### src/iwrs_pkg.sv
// Shared types and constants for the iris-wipe row span generator.
// No dependencies; every other file refers to this package by scoped names.
package iwrs_pkg;

    // Field widths fixed by the register map and the item formats.
    localparam int FRM_W = 12;   // frame index and frame total
    localparam int ROW_W = 12;   // row number
    localparam int DIM_W = 13;   // radii, screen sizes, span results

    // Configuration port.
    localparam int CFG_IDX_W  = 3;
    localparam int CFG_DATA_W = 24;

    typedef enum logic [CFG_IDX_W-1:0] {
        CFG_CENTER_X      = 3'd0,
        CFG_CENTER_Y      = 3'd1,
        CFG_RADIUS_START  = 3'd2,
        CFG_RADIUS_END    = 3'd3,
        CFG_FRAME_TOTAL   = 3'd4,
        CFG_FILL_COLOR    = 3'd5,
        CFG_SCREEN_WIDTH  = 3'd6,
        CFG_SCREEN_HEIGHT = 3'd7
    } t_cfg_idx;

    // Register reset values.
    localparam int RST_CENTER_X     = 320;
    localparam int RST_CENTER_Y     = 240;
    localparam int RST_RADIUS_START = 683;
    localparam int RST_RADIUS_END   = 60;
    localparam int RST_FRAME_TOTAL  = 20;
    localparam int RST_SCREEN_W     = 640;
    localparam int RST_SCREEN_H     = 480;

    // Magnitude of (radius_end - radius_start) * frame + frame_total / 2 stays below 2**25.
    localparam int NUM_W = 25;

    // The radius is saturated at 2**17. Beyond that the circle edge lies far outside
    // any reachable column and row for every center, so the spans do not change.
    localparam int RAD_W = 18;
    localparam logic [RAD_W-1:0] RAD_CAP = 18'h20000;

    // Square root: 18 result bits over a 36-bit radicand.
    localparam int SQ_W = 18;
    localparam int RD_W = 2 * SQ_W;

    // Queue between the radius front end and the span back end.
    localparam int FIFO_DEPTH = 4;
    localparam int FIFO_PTR_W = 2;

    // One row query after its radius has been resolved.
    typedef struct packed {
        logic [ROW_W-1:0] row;
        logic [RAD_W-1:0] radius;
    } t_mid;

endpackage

### src/iwrs_front.sv
// Front end: accepts row queries and resolves the interpolated radius through a
// pipelined restoring divider. Depends on iwrs_pkg.
module iwrs_front (
    input  logic                       i_clk,
    input  logic                       i_rst_n,
    input  logic                       i_vld,
    output logic                       o_rdy,
    input  logic [iwrs_pkg::FRM_W-1:0] i_frame,
    input  logic [iwrs_pkg::ROW_W-1:0] i_row,
    input  logic [iwrs_pkg::DIM_W-1:0] i_rs,
    input  logic [iwrs_pkg::DIM_W-1:0] i_re,
    input  logic [iwrs_pkg::FRM_W-1:0] i_ft,
    output logic                       o_push,
    output iwrs_pkg::t_mid             o_push_data,
    input  logic                       i_full
);
    localparam int FW = iwrs_pkg::FRM_W;
    localparam int RW = iwrs_pkg::ROW_W;
    localparam int NW = iwrs_pkg::NUM_W;
    localparam int AW = iwrs_pkg::RAD_W;
    localparam int PW = NW + 2;
    localparam int ST = NW;

    logic                 f_adv;
    logic [FW-1:0]        dv;
    logic [FW:0]          cnt;
    logic signed [iwrs_pkg::DIM_W:0] diff;
    logic signed [PW-1:0] prod;
    logic signed [PW-1:0] num;
    logic                 num_neg;
    logic [NW-1:0]        num_mag;
    logic signed [NW:0]   quo;
    logic signed [PW-1:0] rsum;
    logic [AW-1:0]        rad;

    logic                 r_a_vld;
    logic signed [PW-1:0] r_a_prod;
    logic [RW-1:0]        r_a_row;

    logic          r_vld [ST+1];
    logic [RW-1:0] r_row [ST+1];
    logic          r_neg [ST+1];
    logic [NW-1:0] r_acc [ST+1];
    logic [FW-1:0] r_rem [ST+1];
    logic [NW-1:0] n_acc [ST+1];
    logic [FW-1:0] n_rem [ST+1];
    logic [FW:0]   dpart [ST+1];
    logic          dge   [ST+1];

    always_comb begin
        // A zero frame total means one step taken at frame one.
        dv   = (i_ft == '0) ? FW'(1) : i_ft;
        cnt  = (i_ft == '0) ? (FW+1)'(1) : {1'b0, i_frame};
        diff = $signed({1'b0, i_re}) - $signed({1'b0, i_rs});
        prod = PW'(diff) * $signed(PW'(cnt));

        num     = r_a_prod + $signed(PW'(dv >> 1));
        num_neg = num[PW-1];
        num_mag = NW'(num_neg ? -num : num);

        n_acc[0] = num_mag;
        n_rem[0] = '0;
        dpart[0] = '0;
        dge[0]   = 1'b0;
        for (int k = 1; k <= ST; k++) begin
            dpart[k] = {r_rem[k-1], r_acc[k-1][NW-1]};
            dge[k]   = dpart[k] >= {1'b0, dv};
            n_rem[k] = FW'(dge[k] ? dpart[k] - {1'b0, dv} : dpart[k]);
            n_acc[k] = {r_acc[k-1][NW-2:0], dge[k]};
        end

        // Truncation toward zero: divide the magnitude, then restore the sign.
        quo  = r_neg[ST] ? -$signed({1'b0, r_acc[ST]}) : $signed({1'b0, r_acc[ST]});
        rsum = $signed(PW'(i_rs)) + PW'(quo);
        if (rsum < PW'(1)) begin
            rad = AW'(1);
        end else if (rsum > $signed(PW'(iwrs_pkg::RAD_CAP))) begin
            rad = iwrs_pkg::RAD_CAP;
        end else begin
            rad = AW'(rsum);
        end
    end

    assign f_adv              = !r_vld[ST] || !i_full;
    assign o_rdy              = f_adv;
    assign o_push             = r_vld[ST] && !i_full;
    assign o_push_data.row    = r_row[ST];
    assign o_push_data.radius = rad;

    always_ff @(posedge i_clk) begin
        if (!i_rst_n) begin
            r_a_vld <= 1'b0;
            for (int k = 0; k <= ST; k++) begin
                r_vld[k] <= 1'b0;
            end
        end else if (f_adv) begin
            r_a_vld  <= i_vld;
            r_vld[0] <= r_a_vld;
            for (int k = 1; k <= ST; k++) begin
                r_vld[k] <= r_vld[k-1];
            end
        end
    end

    always_ff @(posedge i_clk) begin
        if (f_adv) begin
            r_a_prod <= prod;
            r_a_row  <= i_row;
            r_row[0] <= r_a_row;
            r_neg[0] <= num_neg;
            r_acc[0] <= n_acc[0];
            r_rem[0] <= n_rem[0];
            for (int k = 1; k <= ST; k++) begin
                r_row[k] <= r_row[k-1];
                r_neg[k] <= r_neg[k-1];
                r_acc[k] <= n_acc[k];
                r_rem[k] <= n_rem[k];
            end
        end
    end

endmodule

### config.mk
export PLATFORM = sky130hd
export DESIGN_NAME = iwrs_front
export DESIGN_NICKNAME = d
export VERILOG_FILES = /design/src/iwrs_pkg.sv /design/src/iwrs_front.sv
export SDC_FILE = /design/constraint.sdc
export NUM_CORES = 2
export LEC_CHECK = 0
export BUFFER_PORTS_ARGS = -buffer_cell sky130_fd_sc_hd__buf_4
export CAP_MARGIN = 10
export CORE_ASPECT_RATIO = 1.1
export CORE_MARGIN = 1.5
export CORE_UTILIZATION = 35
export DETAILED_ROUTE_END_ITERATION = 6
export SKIP_CTS_REPAIR_TIMING = 1
export SLEW_MARGIN = 15
export SYNTH_ARGS = -nofsm -noshare
export SYNTH_HDL_FRONTEND = slang
export SYNTH_SLANG_ARGS = --single-unit
### constraint.sdc
create_clock -name i_clk -period 90.5 [get_ports i_clk]
set_input_delay 22.625 -clock i_clk [delete_from_list [all_inputs] [get_ports i_clk]]
set_output_delay 22.625 -clock i_clk [all_outputs]
set_load 0.005 [all_outputs]
==> metrics.txt <==
status=complete, no violations; hpwl dp=85.7 mm; first-pass GRT wire length=200 mm; final antenna-violating net count=0; R2R Path Start=r_vld[1][9]$_SDFFCE_PN0P_; Die Y=458 um; initial core utilization=35.3%; DRC=0; max-slew violation count=0; Synth area leader=edfxtp_1; CTS tree=built; CP max FO=16; setup TNS=0 ns; Worst EP arrival=26.48 ns; Tcrit/Tclk final=54.3%; critical path required time=67.87 ns; initial antenna violation count=2; post-layout min period=49.10 ns; chip width=417 um; Max VDD drop=0.0000690 V; kind of critical path=in2out; root buf cell=clkbuf_16; synth warn=0; layout cells sized above 1=12.2%; pwr/cell area=41.0 nW/um2; WL/cell=16.9 um; Starting DRT DRC Count=2,302; clk buf depth=3; Layout area overhead=13.1%; largest net degree at the start of global routing=185; Leak=30.4 nW; row count=166; vias in the first global route=37.0k; I/O pin count=98; Yosys cell types=85; fill count=17.2k; Async SR Flop Fraction=0%; Max Cap Viol=0; top_reg_cell synth=edfxtp_1; critical path endpoint=o_push_data[4]; worst-case reg-to-reg path depth=4; Hold Vio Cnt, Final=0; Clk pin slew, worst setup/hold paths=0.06 ns; Layout Utilization=39.9%; post-synthesis register bit count=1,342; worst setup path startpoint=i_rs[0]; syn_area_per_cell=13.9 um2; final hold slack=0.377 ns; post-synthesis sequential area ratio=61.1%; Num CTS Buffers=146; Mapped Area=65,900 um2; EDFF count, synth=1,340; Synth area leaders=edfxtp_1 61%, ha_1 7.4%, fa_1 5.6%, mux2_2 3.7%, xnor2_1 2.5%; fin nets=5,573; RSZ-0062 raised after global routing=false; Port Buffer Count=97; DR vias/cell=4.91; # setup viols final=0; min-delay worst type=reg2reg; reg2reg setup slack=85.97 ns; commonest non-fill, non-tap cell in the layout=edfxtp_1; RR Endpoint=r_acc[0][112]$_DFFE_PN_; crit start category=primary input; die area=191,000 um2; Peak Freq=20.4 MHz; H-tree levels=4; Slew @ Worst Pin=1.11 ns; clk_lat worst skew=0.79 ns; Pre-antenna DRT Iters=6; Total Wirelength=126 mm; core area=187,000 um2; top cell type's share of synthesized area=61.1%; most frequent cells in the layout=1,340 x edfxtp_1, 419 x inv_1, 392 x ha_1, 354 x nor2_1, 266 x nand2_1; Via Count=36.8k; grt ovf=0; Setup crit end kind=primary output; cells after synthesis=4,728; TritonCTS Sinks=1,342; syn_nets=5,370; GP Congestion=0.859; relative slew slack=25.9%; clock skew=0.0433 ns; global-route total usage across every layer=13.3%
[state kept, by name, summed over array words and instances, names as in the netlist]
signal and flops:
r_acc 650, r_rem 288, r_vld 26, r_row 312, r_a_prod 27, r_neg 26, r_a_vld 1, r_a_row 12
[cell families (layout without fill, tap and decap cells)]
logic type / count (synthesis) / after routing / synth area share, %
AO/OA/AOI/OAI: 713 / 713 / 7.16
AND/OR/NAND/NOR: 1048 / 1048 / 7.50
other: 0 / 1 / 0
flip-flops: 1342 / 1342 / 61.1
multiplexers: 269 / 269 / 4.50
adder cells (fa/ha/maj): 577 / 577 / 13.1
XOR/XNOR: 277 / 277 / 3.70
buffers and inverters: 502 / 820 / 2.95
[routing by layer]
metal  vias up  part of all wire (%)  GRT usage [%]  wire, um
met4         0                   3.8           5.75      4790
met2       691                    48           22.0     60700
met5         -                     0              0         0
met1     18100                    44           17.1     55800
li1      17700                     -              -         -
met3       240                   4.1           2.26      5230
[per-stage QoR]
step | area, um2 | total power, W | std cells | worst slack (ns)
final | 74500 | 0.00306 | 7483 | 41.40
after global placement | 69600 | 0.00245 | 7219 | 41.44
after floorplan | 65900 | 0.00211 | 4728 | 9.58
after CTS | 74500 | 0.00309 | 7482 | 41.38
after detailed placement | 69600 | 0.00246 | 7219 | 41.39
after global routing | 74500 | 0.00331 | 7483 | 41.05
[synth_stat cells (22+ instances only)]
cell      instances
nor2b_1          58
fa_1            184
and2_1           38
mux2i_1          50
a21oi_1         155
a21boi_0         69
nor2_1          354
nor3_1           58
a21o_1           91
nand4_1          40
nand2_1         267
inv_1           422
clkbuf_1         57
o31ai_1          24
nand2b_1         37
xnor2_1         189
and3_1           38
o21ai_0         163
ha_1            392
mux2_2          219
a211oi_1         22
xor2_1           86
edfxtp_1       1340
a31oi_1          26
nand3_1          73
[critical path: stages]
cell and delay [ns]:
buf_4 0.10, ha_1 0.19, inv_1 0.06, fa_1 0.40, nor2b_1 0.22, o31ai_1 0.17
a211oi_1 0.41, o211ai_1 0.23, a2111oi_4 0.54, xor2_1 0.23, o211ai_1 0.16, o21a_1 0.21
o211ai_2 0.54, and3b_1 0.26, buf_4 0.13
[worst min-delay path by stage]
stage	from	end	slack, ns	depth (start not counted)
3_5_place_dp	r_acc[0][76]$_DFFE_PN_	r_acc[0][102]$_DFFE_PN_	0.40	0
2_1_floorplan	r_acc[0][75]$_DFFE_PN_	r_acc[0][101]$_DFFE_PN_	0.40	0
6_report	r_acc[0][227]$_DFFE_PN_	r_acc[0][253]$_DFFE_PN_	0.38	0
3_3_place_gp	r_acc[0][120]$_DFFE_PN_	r_acc[0][146]$_DFFE_PN_	0.40	0
5_1_grt	r_acc[0][226]$_DFFE_PN_	r_acc[0][252]$_DFFE_PN_	0.39	0
4_1_cts	r_acc[0][227]$_DFFE_PN_	r_acc[0][253]$_DFFE_PN_	0.37	0
[cell type report]
type                            instances  area, um2  share of cell area (%)
Clock inverter                         89       1090                    1.46
Sequential cell                      1342      40300                    54.1
Multi-Input combinational cell       2884      23700                    31.8
Tap cell                             2436       3050                    4.09
Inverter                              422       1580                    2.13
Clock buffer                          174       3760                    5.05
Antenna cell                            1       2.50                 0.00336
Timing Repair Buffer                  135       1030                    1.38
[where the power goes]
group	total, W	leakage (nW)	internal [W]	switching (W)
Combinational	0.00140	13.5	0.000621	0.000781
Clock	0.000593	2.31	0.000342	0.000250
Sequential	0.00106	14.6	0.000981	0.0000814
Note: power is estimated with default switching activity, not from simulation.
