==> config.mk <==
export PLATFORM = sky130hd
export DESIGN_NAME = iwrs_back
export DESIGN_NICKNAME = d
export VERILOG_FILES = /design/src/iwrs_pkg.sv /design/src/iwrs_back.sv
export SDC_FILE = /design/constraint.sdc
export NUM_CORES = 2
export LEC_CHECK = 0
export BUFFER_PORTS_ARGS = -buffer_cell sky130_fd_sc_hd__buf_2
export CAP_MARGIN = 20
export CORE_MARGIN = 3
export CORE_UTILIZATION = 29
export CTS_CLUSTER_SIZE = 24
export DETAILED_ROUTE_END_ITERATION = 16
export PLACE_DENSITY = 0.51
export SYNTH_ARGS = -nofsm -noshare
export SYNTH_HDL_FRONTEND = slang
export SYNTH_SLANG_ARGS = --single-unit
==> constraint.sdc <==
create_clock -name i_clk -period 37.1 [get_ports i_clk]
set_clock_uncertainty 0.05 [all_clocks]
set_input_delay 3.71 -clock i_clk [delete_from_list [all_inputs] [get_ports i_clk]]
set_output_delay 3.71 -clock i_clk [all_outputs]
set_load 0.03 [all_outputs]
==> src/iwrs_pkg.sv <==
// Shared types and constants for the iris-wipe row span generator.
// No dependencies; every other file refers to this package by scoped names.
package iwrs_pkg;

    // Field widths fixed by the register map and the item formats.
    localparam int FRM_W = 12;   // frame index and frame total
    localparam int ROW_W = 12;   // row number
    localparam int DIM_W = 13;   // radii, screen sizes, span results

    // Configuration port.
    localparam int CFG_IDX_W  = 3;
    localparam int CFG_DATA_W = 24;

    typedef enum logic [CFG_IDX_W-1:0] {
        CFG_CENTER_X      = 3'd0,
        CFG_CENTER_Y      = 3'd1,
        CFG_RADIUS_START  = 3'd2,
        CFG_RADIUS_END    = 3'd3,
        CFG_FRAME_TOTAL   = 3'd4,
        CFG_FILL_COLOR    = 3'd5,
        CFG_SCREEN_WIDTH  = 3'd6,
        CFG_SCREEN_HEIGHT = 3'd7
    } t_cfg_idx;

    // Register reset values.
    localparam int RST_CENTER_X     = 320;
    localparam int RST_CENTER_Y     = 240;
    localparam int RST_RADIUS_START = 683;
    localparam int RST_RADIUS_END   = 60;
    localparam int RST_FRAME_TOTAL  = 20;
    localparam int RST_SCREEN_W     = 640;
    localparam int RST_SCREEN_H     = 480;

    // Magnitude of (radius_end - radius_start) * frame + frame_total / 2 stays below 2**25.
    localparam int NUM_W = 25;

    // The radius is saturated at 2**17. Beyond that the circle edge lies far outside
    // any reachable column and row for every center, so the spans do not change.
    localparam int RAD_W = 18;
    localparam logic [RAD_W-1:0] RAD_CAP = 18'h20000;

    // Square root: 18 result bits over a 36-bit radicand.
    localparam int SQ_W = 18;
    localparam int RD_W = 2 * SQ_W;

    // Queue between the radius front end and the span back end.
    localparam int FIFO_DEPTH = 4;
    localparam int FIFO_PTR_W = 2;

    // One row query after its radius has been resolved.
    typedef struct packed {
        logic [ROW_W-1:0] row;
        logic [RAD_W-1:0] radius;
    } t_mid;

endpackage

==> src/iwrs_back.sv <==
// Back end: classifies each row against the circle, takes a pipelined rounded
// square root of r*r - j*j and forms the two spans. Depends on iwrs_pkg.
module iwrs_back #(
    parameter int COORD_BITS = 14
) (
    input  logic                         i_clk,
    input  logic                         i_rst_n,
    input  logic                         i_vld,
    input  iwrs_pkg::t_mid               i_data,
    output logic                         o_pop,
    input  logic signed [COORD_BITS-1:0] i_cx,
    input  logic signed [COORD_BITS-1:0] i_cy,
    input  logic [iwrs_pkg::DIM_W-1:0]   i_w,
    input  logic [iwrs_pkg::DIM_W-1:0]   i_h,
    output logic                         o_vld,
    input  logic                         i_rdy,
    output logic [iwrs_pkg::DIM_W-1:0]   o_left,
    output logic [iwrs_pkg::DIM_W-1:0]   o_right
);
    localparam int RW = iwrs_pkg::ROW_W;
    localparam int AW = iwrs_pkg::RAD_W;
    localparam int DW = iwrs_pkg::DIM_W;
    localparam int SW = iwrs_pkg::SQ_W;
    localparam int DR = iwrs_pkg::RD_W;
    localparam int XW = SW + 1;
    localparam int CW = ((COORD_BITS > AW) ? COORD_BITS : AW) + 2;

    logic b_adv;

    // Stage 0: item taken from the queue.
    logic          r0_vld;
    logic [RW-1:0] r0_row;
    logic [AW-1:0] r0_rad;

    // Stage 1: squares and row class.
    logic signed [CW-1:0]   j;
    logic signed [2*CW-1:0] jsq;
    logic [DR-1:0]          rr;
    logic signed [CW-1:0]   srow;
    logic signed [CW-1:0]   ctop;
    logic signed [CW-1:0]   cbot;
    logic                   full_t;
    logic                   full_b;
    logic          r1_vld;
    logic [DR-1:0] r1_rr;
    logic [DR-1:0] r1_jj;
    logic          r1_on;
    logic          r1_full;

    // Square root stages; stage 0 holds the radicand.
    logic          s_vld  [SW+1];
    logic          s_on   [SW+1];
    logic          s_full [SW+1];
    logic [DR-1:0] s_acc  [SW+1];
    logic [SW:0]   s_rem  [SW+1];
    logic [SW-1:0] s_root [SW+1];
    logic [DR-1:0] n_acc  [SW+1];
    logic [SW:0]   n_rem  [SW+1];
    logic [SW-1:0] n_root [SW+1];
    logic [SW+2:0] qt     [SW+1];
    logic [SW+2:0] qtrial [SW+1];
    logic          qge    [SW+1];

    // Output stage.
    logic                 rnd;
    logic [XW-1:0]        x;
    logic signed [CW-1:0] sx;
    logic signed [CW-1:0] lftd;
    logic signed [CW-1:0] rgtd;
    logic signed [CW-1:0] sw;
    logic [DW-1:0]        n_left;
    logic [DW-1:0]        n_right;
    logic                 r_o_vld;
    logic [DW-1:0]        r_left;
    logic [DW-1:0]        r_right;

    assign b_adv = !r_o_vld || i_rdy;
    assign o_pop = i_vld && b_adv;

    always_comb begin
        j      = $signed(CW'(r0_row)) - CW'(i_cy);
        jsq    = (2*CW)'(j) * (2*CW)'(j);
        rr     = DR'(r0_rad) * DR'(r0_rad);
        srow   = $signed(CW'(r0_row));
        ctop   = CW'(i_cy) - $signed(CW'(r0_rad));
        cbot   = CW'(i_cy) + $signed(CW'(r0_rad));
        full_t = !ctop[CW-1] && (srow <= ctop);
        full_b = (cbot < $signed(CW'(i_h))) && (srow >= cbot);

        // Only rows that cross the circle get a real radicand; there |j| < r.
        n_acc[0]  = (r1_on && !r1_full) ? r1_rr - r1_jj : '0;
        n_rem[0]  = '0;
        n_root[0] = '0;
        qt[0]     = '0;
        qtrial[0] = '0;
        qge[0]    = 1'b0;
        for (int k = 1; k <= SW; k++) begin
            qt[k]     = {s_rem[k-1], s_acc[k-1][DR-1 -: 2]};
            qtrial[k] = (SW+3)'({s_root[k-1], 2'b01});
            qge[k]    = qt[k] >= qtrial[k];
            n_rem[k]  = (SW+1)'(qge[k] ? qt[k] - qtrial[k] : qt[k]);
            n_root[k] = {s_root[k-1][SW-2:0], qge[k]};
            n_acc[k]  = {s_acc[k-1][DR-3:0], 2'b00};
        end

        // The remainder is n - s*s; round up when it exceeds s.
        rnd  = s_rem[SW] > (SW+1)'(s_root[SW]);
        x    = XW'(s_root[SW]) + XW'(rnd);
        sx   = $signed(CW'(x));
        lftd = CW'(i_cx) - sx;
        rgtd = CW'(i_cx) + sx;
        sw   = $signed(CW'(i_w));

        if (!s_on[SW]) begin
            n_left  = '0;
            n_right = i_w;
        end else if (s_full[SW]) begin
            n_left  = i_w;
            n_right = i_w;
        end else begin
            if (lftd[CW-1]) begin
                n_left = '0;
            end else if (lftd + CW'(1) > sw) begin
                n_left = i_w;
            end else begin
                n_left = DW'(lftd + CW'(1));
            end
            if (rgtd >= sw) begin
                n_right = i_w;
            end else if (rgtd[CW-1]) begin
                n_right = '0;
            end else begin
                n_right = DW'(rgtd);
            end
        end
    end

    always_ff @(posedge i_clk) begin
        if (!i_rst_n) begin
            r0_vld  <= 1'b0;
            r1_vld  <= 1'b0;
            r_o_vld <= 1'b0;
            for (int k = 0; k <= SW; k++) begin
                s_vld[k] <= 1'b0;
            end
        end else if (b_adv) begin
            r0_vld   <= i_vld;
            r1_vld   <= r0_vld;
            s_vld[0] <= r1_vld;
            for (int k = 1; k <= SW; k++) begin
                s_vld[k] <= s_vld[k-1];
            end
            r_o_vld <= s_vld[SW];
        end
    end

    always_ff @(posedge i_clk) begin
        if (b_adv) begin
            r0_row    <= i_data.row;
            r0_rad    <= i_data.radius;
            r1_rr     <= rr;
            r1_jj     <= DR'(jsq);
            r1_on     <= {1'b0, r0_row} < i_h;
            r1_full   <= full_t || full_b;
            s_on[0]   <= r1_on;
            s_full[0] <= r1_full;
            s_acc[0]  <= n_acc[0];
            s_rem[0]  <= n_rem[0];
            s_root[0] <= n_root[0];
            for (int k = 1; k <= SW; k++) begin
                s_on[k]   <= s_on[k-1];
                s_full[k] <= s_full[k-1];
                s_acc[k]  <= n_acc[k];
                s_rem[k]  <= n_rem[k];
                s_root[k] <= n_root[k];
            end
            r_left  <= n_left;
            r_right <= n_right;
        end
    end

    assign o_vld   = r_o_vld;
    assign o_left  = r_left;
    assign o_right = r_right;

endmodule
==> results.ini <==
[layout]
fin_nets = 7347
layout-drive-gt1-share = 0.0618
multi_input_area_um2 = 33700
seq_area_um2 = 30300
utilization = 0.326
final.fill_count = 23413
area_growth_pct = 11.7
fin_cells = 9461

[critical_path]
critPathRequiredTime_ps = 37520
path_class = input port to register
reg2reg_depth = 31
crit_path_max_fanout = 10
worstReg2RegEnd = r1_jj[34]
reg2reg_slack_ps = 26990
slowest_delay_ps = 740
worst_setup_path_end_kind = register
cp-start-kind = input port
reg2reg_from = r0_row[1]
worst-endpoint-arrival_ps = 13230
slowest_stage = xor2_1
cp_common_cell = fa_1

[floorplanning]
start_util = 0.292
core-area_um2 = 233000
dieWidth_um = 490
io_pins = 116
die_area_um2 = 240000
die_y_um = 490
rows = 177

[route]
dr.pass1.iters = 5
met3_length_mm = 5.78
wl_mm = 140
vias = 43023
routed.top_layer = met5
wl_per_cell_um = 14.8
drc = 0
avgViaCountPerCell = 4.55
drtIter0Drc = 2239
drtAntennaViolNets = 0
route.met2.wl_mm = 67.5
wl_met1_mm = 61.7

[cts]
clkSinkCount = 1015
holdBufCountCts = 0
post_cts_buffers = 0
clkTransAtPathRegs_ps = 60
tritoncts.num_buffers = 113
cts_tree = built
cts_root_buf = clkbuf_16
clockBufferDepth = 3
cts.repair.resized = 0
htreeDepth = 3
clkLatencyLatePin_ps = 740

[synthesis]
syn_avg_cell_area_um2 = 11.2
yosys.area.top_type = edfxtp_1
synth_common_cells = edfxtp_1 (995), inv_1 (922), ha_1 (605)
syn_area_um2 = 67900
synth.most_common_cell = edfxtp_1
synth_area_leaders = edfxtp_1 (44%), fa_1 (12%), ha_1 (11%)
yosysWarnings = 0
ys_seq_area_frac = 0.446
synth_top_area_frac = 0.440
synth_cell_types = 87
synth_enable_flop_cells = 995
syn_inst = 6083
async_flop_share = 0
ys.flop_type = edfxtp_1
synth_fp_nets = 7197
ys_ff_latch = 1015

[grt]
grt_pass1_vias = 43757
grt_first_pass_wirelength_mm = 228
overflow = 0
grt_antenna_before_repair = 4
grt_max_degree = 210
track_usage = 0.115

[timing]
rsz0062_at_grt = false
fmax_mhz = 78.1
setup_tns_ps = 0
timing.final.crit_share = 0.345
hold_viol_final = 0
period_needed_ps = 12810
maxSlewViolCount = 0
setup_viol = 0
slew_headroom = 0.238
worst-slew-pin-transition_ps = 1140

[worst_hold_path]
min_path_type = register to register
hold_end = s_full[1]
hp-start = s_full[0]
hold_depth = 0

[run_status]
status = finished clean

[place]
gp_congestion = 0.871
io_buffers = 115
hpwl_mm = 108
dp.cells = 9250

[flow_run]
maxCapViolCount = 0

-- area by class of cell --
type	count	share of cell area
multi-input cells	4014	0.444
flip-flops and latches	1015	0.399
well taps	3132	0.0516
inverters	939	0.0466
clock buffers	131	0.0382
repair buffers	150	0.0112
clock inverters	77	0.00966
diodes	3	0.0000989
-- metrics by stage --
stage / hold WS (ps) / setup slack [ps] / area (um^2)
after floorplan: 350 / 3920 / 67900
after global placement: 350 / 23980 / 72200
after detailed placement: 355 / 23660 / 72200
after CTS: 337 / 24500 / 75900
after global routing: 348 / 23700 / 75900
final: 343 / 24290 / 75900
-- how the worst max path moves through the flow --
stage | start | endpoint | slack, ps | depth (start not counted)
6_report | i_cy[1] | r1_jj[34] | 24290 | 33
4_1_cts | i_cy[1] | r1_jj[34] | 24500 | 33
2_1_floorplan | i_rdy | s_vld[17] | 3920 | 4
3_3_place_gp | i_cy[1] | r1_jj[34] | 23980 | 33
5_1_grt | i_cy[1] | r1_jj[34] | 23700 | 33
3_5_place_dp | i_cy[1] | r1_jj[34] | 23660 | 33
-- metal layers --
layer,GRT usage,up-vias
met1,0.145,20739
li1,-,21266
met4,0.0408,4
met5,0,-
met2,0.197,775
met3,0.0194,239
-- cells in the final DEF (no fill, tap or decap), types with 30 or more instances in the layout --
cell       count
nor4_1        39
buf_4         34
ha_1         605
clkbuf_16    113
or3_1         42
nor3_1       137
buf_2        115
clkinv_1      36
fa_1         421
xnor2_1      256
xor2_1       147
a21o_1       107
o21a_1        67
o21ai_0      239
nand2_1      417
edfxtp_1     995
a21oi_1      285
nor2b_1       51
nand4_1       46
and2_1        30
inv_1        921
nor2_1       483
nand2b_1      87
nand3_1       77
a21boi_0      56
-- cells by family after synthesis --
group | Yosys count | synth area share
flip-flops | 1015 | 0.446
buffers and inverters | 1054 | 0.0587
adder cells (fa/ha/maj) | 1026 | 0.236
AND/OR/NAND/NOR | 1535 | 0.106
XOR/XNOR | 403 | 0.0520
multiplexers | 38 | 0.00615
other | 1 | 0.0000552
AO/OA/AOI/OAI | 1011 | 0.0951
-- registers in the layout, summed over array words and instances, names as in the netlist, 12 cells and up --
| signal | cells |
|---|---|
| o_right | 13 |
| r1_jj | 29 |
| s_root | 171 |
| r1_rr | 35 |
| s_acc | 342 |
| o_left | 13 |
| s_full | 19 |
| s_vld | 19 |
| s_rem | 320 |
| s_on | 19 |
| r0_row | 12 |
| r0_rad | 18 |
-- worst max-delay path: cells and delay by family --
kind,cells,cell delay [ps]
XOR/XNOR,2,880
AO/OA/AOI/OAI,14,3210
adder cells (fa/ha/maj),8,3580
buffers and inverters,4,1000
AND/OR/NAND/NOR,5,840
Power is not shown: default switching activity piles up to over one toggle a cycle in this logic, so the estimate is an artifact.
