==> config.mk <==
export PLATFORM = sky130hd
export DESIGN_NAME = iwrs_fifo
export DESIGN_NICKNAME = d
export VERILOG_FILES = /design/src/iwrs_pkg.sv /design/src/iwrs_fifo.sv
export SDC_FILE = /design/constraint.sdc
export NUM_CORES = 1
export LEC_CHECK = 0
export ABC_CLOCK_PERIOD_IN_PS = 1960
export BUFFER_PORTS_ARGS = -buffer_cell sky130_fd_sc_hd__buf_4
export CORE_MARGIN = 3
export CORE_UTILIZATION = 56
export CTS_CLUSTER_DIAMETER = 50
export CTS_CLUSTER_SIZE = 30
export DETAILED_ROUTE_END_ITERATION = 7
export PLACE_DENSITY_LB_ADDON = 0.25
export SYNTH_ARGS = -nofsm -noshare
export SYNTH_HDL_FRONTEND = slang
export SYNTH_SLANG_ARGS = --single-unit
==> constraint.sdc <==
create_clock -name i_clk -period 1.96 [get_ports i_clk]
set_input_delay 0.392 -clock i_clk [delete_from_list [all_inputs] [get_ports i_clk]]
set_output_delay 0.392 -clock i_clk [all_outputs]
set_load 0.1 [all_outputs]
==> src/iwrs_pkg.sv <==
// Shared types and constants for the iris-wipe row span generator.
// No dependencies; every other file refers to this package by scoped names.
package iwrs_pkg;

    // Field widths fixed by the register map and the item formats.
    localparam int FRM_W = 12;   // frame index and frame total
    localparam int ROW_W = 12;   // row number
    localparam int DIM_W = 13;   // radii, screen sizes, span results

    // Configuration port.
    localparam int CFG_IDX_W  = 3;
    localparam int CFG_DATA_W = 24;

    typedef enum logic [CFG_IDX_W-1:0] {
        CFG_CENTER_X      = 3'd0,
        CFG_CENTER_Y      = 3'd1,
        CFG_RADIUS_START  = 3'd2,
        CFG_RADIUS_END    = 3'd3,
        CFG_FRAME_TOTAL   = 3'd4,
        CFG_FILL_COLOR    = 3'd5,
        CFG_SCREEN_WIDTH  = 3'd6,
        CFG_SCREEN_HEIGHT = 3'd7
    } t_cfg_idx;

    // Register reset values.
    localparam int RST_CENTER_X     = 320;
    localparam int RST_CENTER_Y     = 240;
    localparam int RST_RADIUS_START = 683;
    localparam int RST_RADIUS_END   = 60;
    localparam int RST_FRAME_TOTAL  = 20;
    localparam int RST_SCREEN_W     = 640;
    localparam int RST_SCREEN_H     = 480;

    // Magnitude of (radius_end - radius_start) * frame + frame_total / 2 stays below 2**25.
    localparam int NUM_W = 25;

    // The radius is saturated at 2**17. Beyond that the circle edge lies far outside
    // any reachable column and row for every center, so the spans do not change.
    localparam int RAD_W = 18;
    localparam logic [RAD_W-1:0] RAD_CAP = 18'h20000;

    // Square root: 18 result bits over a 36-bit radicand.
    localparam int SQ_W = 18;
    localparam int RD_W = 2 * SQ_W;

    // Queue between the radius front end and the span back end.
    localparam int FIFO_DEPTH = 4;
    localparam int FIFO_PTR_W = 2;

    // One row query after its radius has been resolved.
    typedef struct packed {
        logic [ROW_W-1:0] row;
        logic [RAD_W-1:0] radius;
    } t_mid;

endpackage

==> src/iwrs_fifo.sv <==
// Short show-ahead queue that decouples the radius front end from the span back end.
// Depends on iwrs_pkg for the entry type and depth.
module iwrs_fifo (
    input  logic           i_clk,
    input  logic           i_rst_n,
    input  logic           i_push,
    input  iwrs_pkg::t_mid i_data,
    output logic           o_full,
    input  logic           i_pop,
    output logic           o_vld,
    output iwrs_pkg::t_mid o_data
);
    localparam int DP = iwrs_pkg::FIFO_DEPTH;
    localparam int PT = iwrs_pkg::FIFO_PTR_W;

    iwrs_pkg::t_mid r_mem [DP];
    logic [PT-1:0]  r_wr;
    logic [PT-1:0]  r_rd;
    logic [PT:0]    r_cnt;

    assign o_full = r_cnt == (PT+1)'(DP);
    assign o_vld  = r_cnt != '0;
    assign o_data = r_mem[r_rd];

    always_ff @(posedge i_clk) begin
        if (!i_rst_n) begin
            r_wr  <= '0;
            r_rd  <= '0;
            r_cnt <= '0;
        end else begin
            if (i_push) begin
                r_wr <= r_wr + PT'(1);
            end
            if (i_pop) begin
                r_rd <= r_rd + PT'(1);
            end
            r_cnt <= r_cnt + (PT+1)'(i_push) - (PT+1)'(i_pop);
        end
    end

    always_ff @(posedge i_clk) begin
        if (i_push) begin
            r_mem[r_wr] <= i_data;
        end
    end

`ifndef SYNTHESIS
    a_no_push_full: assert property (@(posedge i_clk) disable iff (!i_rst_n)
        i_push |-> (r_cnt != (PT+1)'(DP)))
        else $error("queue written while full");
    a_no_pop_empty: assert property (@(posedge i_clk) disable iff (!i_rst_n)
        i_pop |-> (r_cnt != '0))
        else $error("queue read while empty");
    a_count_track: assert property (@(posedge i_clk) disable iff (!i_rst_n)
        1'b1 |=> (r_cnt == $past(r_cnt) + (PT+1)'($past(i_push)) - (PT+1)'($past(i_pop))))
        else $error("queue fill count does not follow pushes and pops");
`endif

endmodule

==> results of run 1 <==
metrics by stage:
stage,hold WS (ns),instances,setup WS (ns),TNS (ns),util
after floorplan,0.491,199,0.229,0,-
after global placement,0.519,373,0.227,0,0.666
after detailed placement,0.540,373,0.205,0,0.666
after CTS,0.0667,404,-0.284,-7.15,0.757
after global routing,0.0627,404,-0.311,-8.16,0.757
final,0.0925,404,-0.246,-6.15,0.757
final timing paths:
path / depth (start not counted) / endpoint / slack [ns] / from
worst min register to register: 2 / flop / 0.56 / r_rd[0]$_SDFFE_PN0P_
worst min-delay path: 1 / r_mem[2][1]$_DFFE_PP_ / 0.09 / i_data[1]
worst max-delay path: 3 / o_data[20] / -0.25 / flop
worst max register to register: 3 / r_mem[0][23]$_DFFE_PP_ / 0.30 / r_wr[0]$_SDFFE_PN0P_
per-layer routing:
metal	vias up	routed length, microns	part of all wire	track usage
li1	999	-	-	-
met1	1186	3360	0.40	0.235
met2	66	4520	0.54	0.308
met3	6	407	0.049	0.0579
met4	0	68	0.0081	0.0746
met5	-	0	0	0
flip-flops by register name, indices dropped and copies added, names as in the netlist, named ones only:
name	cells
r_cnt	3
r_rd	2
r_wr	2
r_mem	120
critical path, cell delays in order (launching register included):
cell and delay, ns:
dfxtp_4 0.39, buf_12 0.16, mux4_2 0.56, buf_8 0.20
power by group:
group	switching (mW)	internal (mW)
combinational	1.09	0.484
sequential	0.0562	3.17
clock	1.09	2.19
total	2.24	5.84
synthesized netlist by cell type:
library cell,instances
fa_1,1
and2_1,6
buf_2,3
or3_1,1
mux4_2,30
inv_1,7
nor2_1,5
xor3_1,1
buf_6,3
a21bo_2,1
mux2i_1,1
dfxtp_1,9
xnor2_1,2
nand3b_1,1
ha_1,6
edfxtp_1,120
a21oi_1,1
and3_1,1
cell type report:
cell class,instances,area [sq um]
clock buffers,18,418
well taps,105,131
inverters,7,26.3
multi-input cells,57,918
fillers,450,2010
flip-flops and latches,129,3790
repair buffers,75,754
clock inverters,13,213
logic make-up after synthesis:
logic type | count (synthesis) | share of synthesized area
flops | 129 | 0.793
fa+ha+maj | 7 | 0.0199
simple gates | 14 | 0.0160
buf+inv | 13 | 0.0157
mux | 31 | 0.144
compound gates | 2 | 0.00315
xor+xnor | 3 | 0.00865
what timing repair did:
| item | in CTS | in global routing |
|---|---|---|
| setup endpoints to repair | 30 | 30 |
| hold buffers | 0 | 0 |
| resized for setup | 32 | 0 |
| buffers inserted | 0 | 0 |
==> run summary, run 1 <==
Syn nets - 240
First-pass GRT wire length - 13200 microns
DR pass1 iterations - 4
Final Power - 8.08 mW
RSZ-0062 raised after global routing - yes
Leading cell type in the layout, fill and taps excluded - edfxtp_1
Largest area contributor in the netlist - edfxtp_1
Clk_lat worst skew - 0.50 ns
Diode count - 0
Largest net degree at the start of global routing - 31
Final WL - 8350 microns
Die boundary height - 98.3 microns
Static Leakage - 2.21 nW
Die ar. - 9660 sq um
Post-placement cell area - 5500 sq um
Crit end category - output pin
Synthesized cell area - 4770 sq um
Final GP Congestion - 0.704
Core area - 8260 sq um
Clock slew at reported path FFs - 0.06 ns
Ports - 66
Synth unique cells - 18
Status - finished, violations left
Pwr Density - 1290 nW/um^2
Routed len/inst - 20.7 microns
Port buffer count - 65
Worst-path fanout max - 11
Yosys top cell area share - 0.755
Crit Path Class - reg -> out
Max Root-Sink Buffers - 2
FF+latch count, synth - 129
Startpoint types - flop
Share of cells above drive strength 1 - 0.472
Post-layout min period - 2.21 ns
CTS root buf - clkbuf_8
Pins over their slew limit - 0
Initial antenna violation count - 0
NumNets Final - 328
# rows - 33
Relative slew slack - 0.449
Period utilization - 1.13
Residual DRC - 0
Syn Area/Cell - 24.0 sq um
Actual slew at the worst max-slew pin - 0.826 ns
Crit path DAT - 1.81 ns
Worst Clk Skew - 0.00832 ns
HP Class - in -> reg
FMAX - 453 MHz
Final WS setup - -0.246 ns
Yosys synthesis warning count - 0
Initial Utilization - 0.578
DP HPWL - 4950 microns
Non-Filler Cell Area, Final - 6250 sq um
Data required, critical path - 1.57 ns
Peak supply drop - 0.860 mV
Htree depth - 4
Sequential fraction of the synthesis area - 0.793
Post-Synthesis Cells - 199
Final setup fails - 30
Dominant cells by area after synthesis - edfxtp_1, mux4_2, dfxtp_1, ha_1, and2_1
Die Span X - 98.3 microns
GRT Total Usage - 0.188
Max-Cap Viols - 0
Initial DRC count - 106
Via density - 5.59
Remaining antenna violation count - 0
Final Hold Fails - 0
CTS Buf Count - 17
Vias in the first global route - 2509
Vias post-DR - 2257
P&R area growth vs syn - 30.9%
Clk sinks - 129
Failing checks - setup timing
Most frequent cells in the layout - edfxtp_1, buf_4, mux4_2, buf_6, clkbuf_16
CTS tree - yes
Total global routing overflow - 0
Note: power is estimated with default switching activity, not from simulation.
==> run 2: changes to the inputs <==
--- a/config.mk
+++ b/config.mk
@@ -13,6 +13,7 @@
 export CTS_CLUSTER_SIZE = 30
 export DETAILED_ROUTE_END_ITERATION = 7
 export PLACE_DENSITY_LB_ADDON = 0.25
+export SLEW_MARGIN = 20
 export SYNTH_ARGS = -nofsm -noshare
 export SYNTH_HDL_FRONTEND = slang
 export SYNTH_SLANG_ARGS = --single-unit
==> constraint.sdc (replaced) <==
create_clock -name i_clk -period 1.96 [get_ports i_clk]
set_input_delay 0 -clock i_clk [delete_from_list [all_inputs] [get_ports i_clk]]
set_output_delay 0 -clock i_clk [all_outputs]
set_load 0.1 [all_outputs]
==> run 2 against run 1 <==
The flow now finishes without violations. Combinational power is essentially flat. Cell count rose by 7.2%. Non-clock buffer count up 28. Die area did not move. Power fell by 4.0%. Register-to-register slack better by 0.02 ns. Sequential share of layout area is 1.1 points lower. Hold slack better by 0.14 ns. Count of clock-buffer cells in the layout unchanged. Sequential power about the same. Final area rose by 1.8%. Critical endpoint is now o_data[7]. Highest routed layer unchanged.
==> run summary, run 2 (same netlist as run 1, synthesis figures left out) <==
Setup TNS - 0 ns (+6.15 ns)
Die ar. - 9660 sq um (unchanged)
Share of cells above drive strength 1 - 0.418 (-0.0539)
Port buffer count - 65 (unchanged)
Biggest regs - r_mem x120, r_cnt x3
DP HPWL - 4350 microns (-12%)
Final WL - 8610 microns (+3.1%)
FMAX - 533 MHz (+18%)
Most frequent cells in the layout - edfxtp_1, buf_4, dlygate4sd3_1, mux4_2, clkbuf_16
P&R area growth vs syn - 33.3%
Biggest register - r_mem
Via density - 5.32 (-4.8%)
Clock slew at reported path FFs - 0.06 ns (about the same)
Final setup fails - 0 (-100%)
Vias post-DR - 2303 (+2.0%)
Met2 wire length - 4550 microns (+0.64%)
Initial DRC count - 101 (-4.7%)
Crit Reg-Reg Startpoint - r_wr[0]$_SDFFE_PN0P_
Critical path's slowest cell - mux4_2
HP Class - in -> reg
Startpoint types - flop
Hold path depth - 2 (+1)
Flop pwr share - 0.415 (+0.016)
Initial antenna violation count - 0 (unchanged)
Remaining antenna violation count - 0 (unchanged)
Data required, critical path - 1.96 ns (+0.39 ns)
Ports - 66 (unchanged)
CTS root buf - clkbuf_8
Final GP Congestion - 0.724 (+2.7%)
Max-Cap Viols - 0 (unchanged)
RSZ-0062 raised after global routing - no
Clk sinks - 129 (unchanged)
Core area - 8260 sq um (unchanged)
WP depth - 3 (unchanged)
Non-Filler Cell Area, Final - 6360 sq um (+1.8%)
Pwr Density - 1220 nW/um^2 (-5.7%)
Int Pwr - 5.46 mW (-6.6%)
Relative slew slack - 0.466 (+0.0167)
Sw Share - 0.296 (+0.0195)
Combinational Power Share - 0.199 (+0.005)
Max FFs per register - 120 (unchanged)
CTS tree - yes
Buf+Inv Stages, Crit Path - 2 (unchanged)
Static Leakage - 2.25 nW (+2.0%)
Crit Path Class - reg -> out
Pins over their slew limit - 0 (unchanged)
Hold Startpoint - i_data[14]
Actual slew at the worst max-slew pin - 0.801 ns (-0.0251 ns)
Final Hold Fails - 0 (unchanged)
DR pass1 iterations - 4 (unchanged)
NumNets Final - 356 (+8.5%)
Total global routing overflow - 0 (unchanged)
First-pass GRT wire length - 13800 microns (+4.7%)
Worst Clk Skew - 0.00547 ns (-0.00284 ns)
Clock power frac - 0.385 (-0.021)
GRT Total Usage - 0.197 (+0.00966)
Residual DRC - 0 (unchanged)
Max Root-Sink Buffers - 2 (unchanged)
Vias in the first global route - 2558 (+2.0%)
Highest Signal Layer - met4
Critical path cell sequence - buf_12 -> mux4_2 -> buf_4
Diode count - 0 (unchanged)
# rows - 33 (unchanged)
Die Span X - 98.3 microns (unchanged)
Initial Utilization - 0.578 (unchanged)
Peak supply drop - 0.834 mV (-3.1%)
Leading cell type in the layout, fill and taps excluded - edfxtp_1
Clk_lat worst skew - 0.51 ns (about the same)
Post-layout min period - 1.88 ns (-0.331 ns)
CTS Buf Count - 17 (unchanged)
Htree depth - 4 (unchanged)
Period utilization - 0.957 (-0.169)
R2R cell count - 2 (-1)
Status - completed
Crit path largest cell delay - 0.55 ns (about the same)
Metal3 WL - 447 microns (+9.8%)
Post CTS Setup Buffer Count - 0 (unchanged)
Routed len/inst - 19.9 microns (-3.8%)
Die boundary height - 98.3 microns (unchanged)
Layout fillers - 441 (-2.0%)
Top delay family on crit path - multiplexers
Wl on met1 - 3550 microns (+5.5%)
Worst-path fanout max - 15 (+4)
Net Switching - 2.30 mW (+2.7%)
Largest net degree at the start of global routing - 31 (unchanged)
Post-placement cell area - 5400 sq um (-1.7%)
Crit path DAT - 1.88 ns (+0.07 ns)
Crit end category - output pin
run 2: cell types whose count changed in the layout (fill, tap and decap cells not counted), moves of 3 or more:
cell           before  now
buf_4              39   59
inv_6               0    5
clkinv_4            4    1
dlygate4sd3_1       0   33
bufinv_16           5    2
buf_6              29    8
buf_12              6    2
run 2: layout make-up:
cell class / count / area (sq um) / area share
Sequential cell: 129 / 3780 / 0.595
Tap cell: 105 / 131 / 0.0206
Multi-Input combinational cell: 57 / 918 / 0.144
Timing Repair Buffer: 103 / 928 / 0.146
Clock inverter: 14 / 155 / 0.0244
Inverter: 7 / 26.3 / 0.00413
Clock buffer: 18 / 418 / 0.0657
run 2: per-layer routing:
metal / GRT usage / vias up
li1: - / 1055
met1: 0.247 / 1168
met2: 0.317 / 73
met3: 0.0771 / 7
met4: 0.0693 / 0
met5: 0 / -
run 2: power groups by stage:
stage	clock network, mW	registers (mW)	logic [mW]
after detailed placement	0	3.27	1.46
after global placement	0	3.26	1.45
after global routing	3.18	3.23	1.62
after floorplan	0	3.26	1.16
final	2.98	3.22	1.55
after CTS	3.03	3.22	1.54
run 2: path summary, 6_finish.rpt:
check | to | slack (ns)
max reg2reg | r_mem[1][22]$_DFFE_PP_ | 0.32
max | o_data[7] | 0.08
min | r_mem[2][14]$_DFFE_PP_ | 0.23
min reg2reg | r_wr[1]$_SDFFE_PN0P_ | 0.57
run 2: what timing repair did:
action                                  4_1_cts  5_1_grt
endpoints found under the hold margin       129        0
gates cloned                                  0        1
hold buffers                                 33        0
endpoints found under the setup margin        8       25
gates resized for setup                       8        0
run 2: worst reg2reg max path, cell delays in order (launching register included):
cell	delay, ns
dfxtp_1	0.40
ha_1	0.18
and2_2	0.68
run 2: metrics by stage:
step / hold WS, ns / power, mW / setup WS, ns / std cells / utilization
after floorplan: 0.0989 / 4.41 / 0.283 / 199 / -
after global placement: 0.202 / 4.71 / 0.343 / 367 / 0.654
after detailed placement: 0.202 / 4.73 / 0.308 / 367 / 0.654
after CTS: 0.204 / 7.79 / 0.00224 / 432 / 0.767
after global routing: 0.211 / 8.03 / 0.00749 / 433 / 0.770
final: 0.228 / 7.75 / 0.0848 / 433 / 0.770
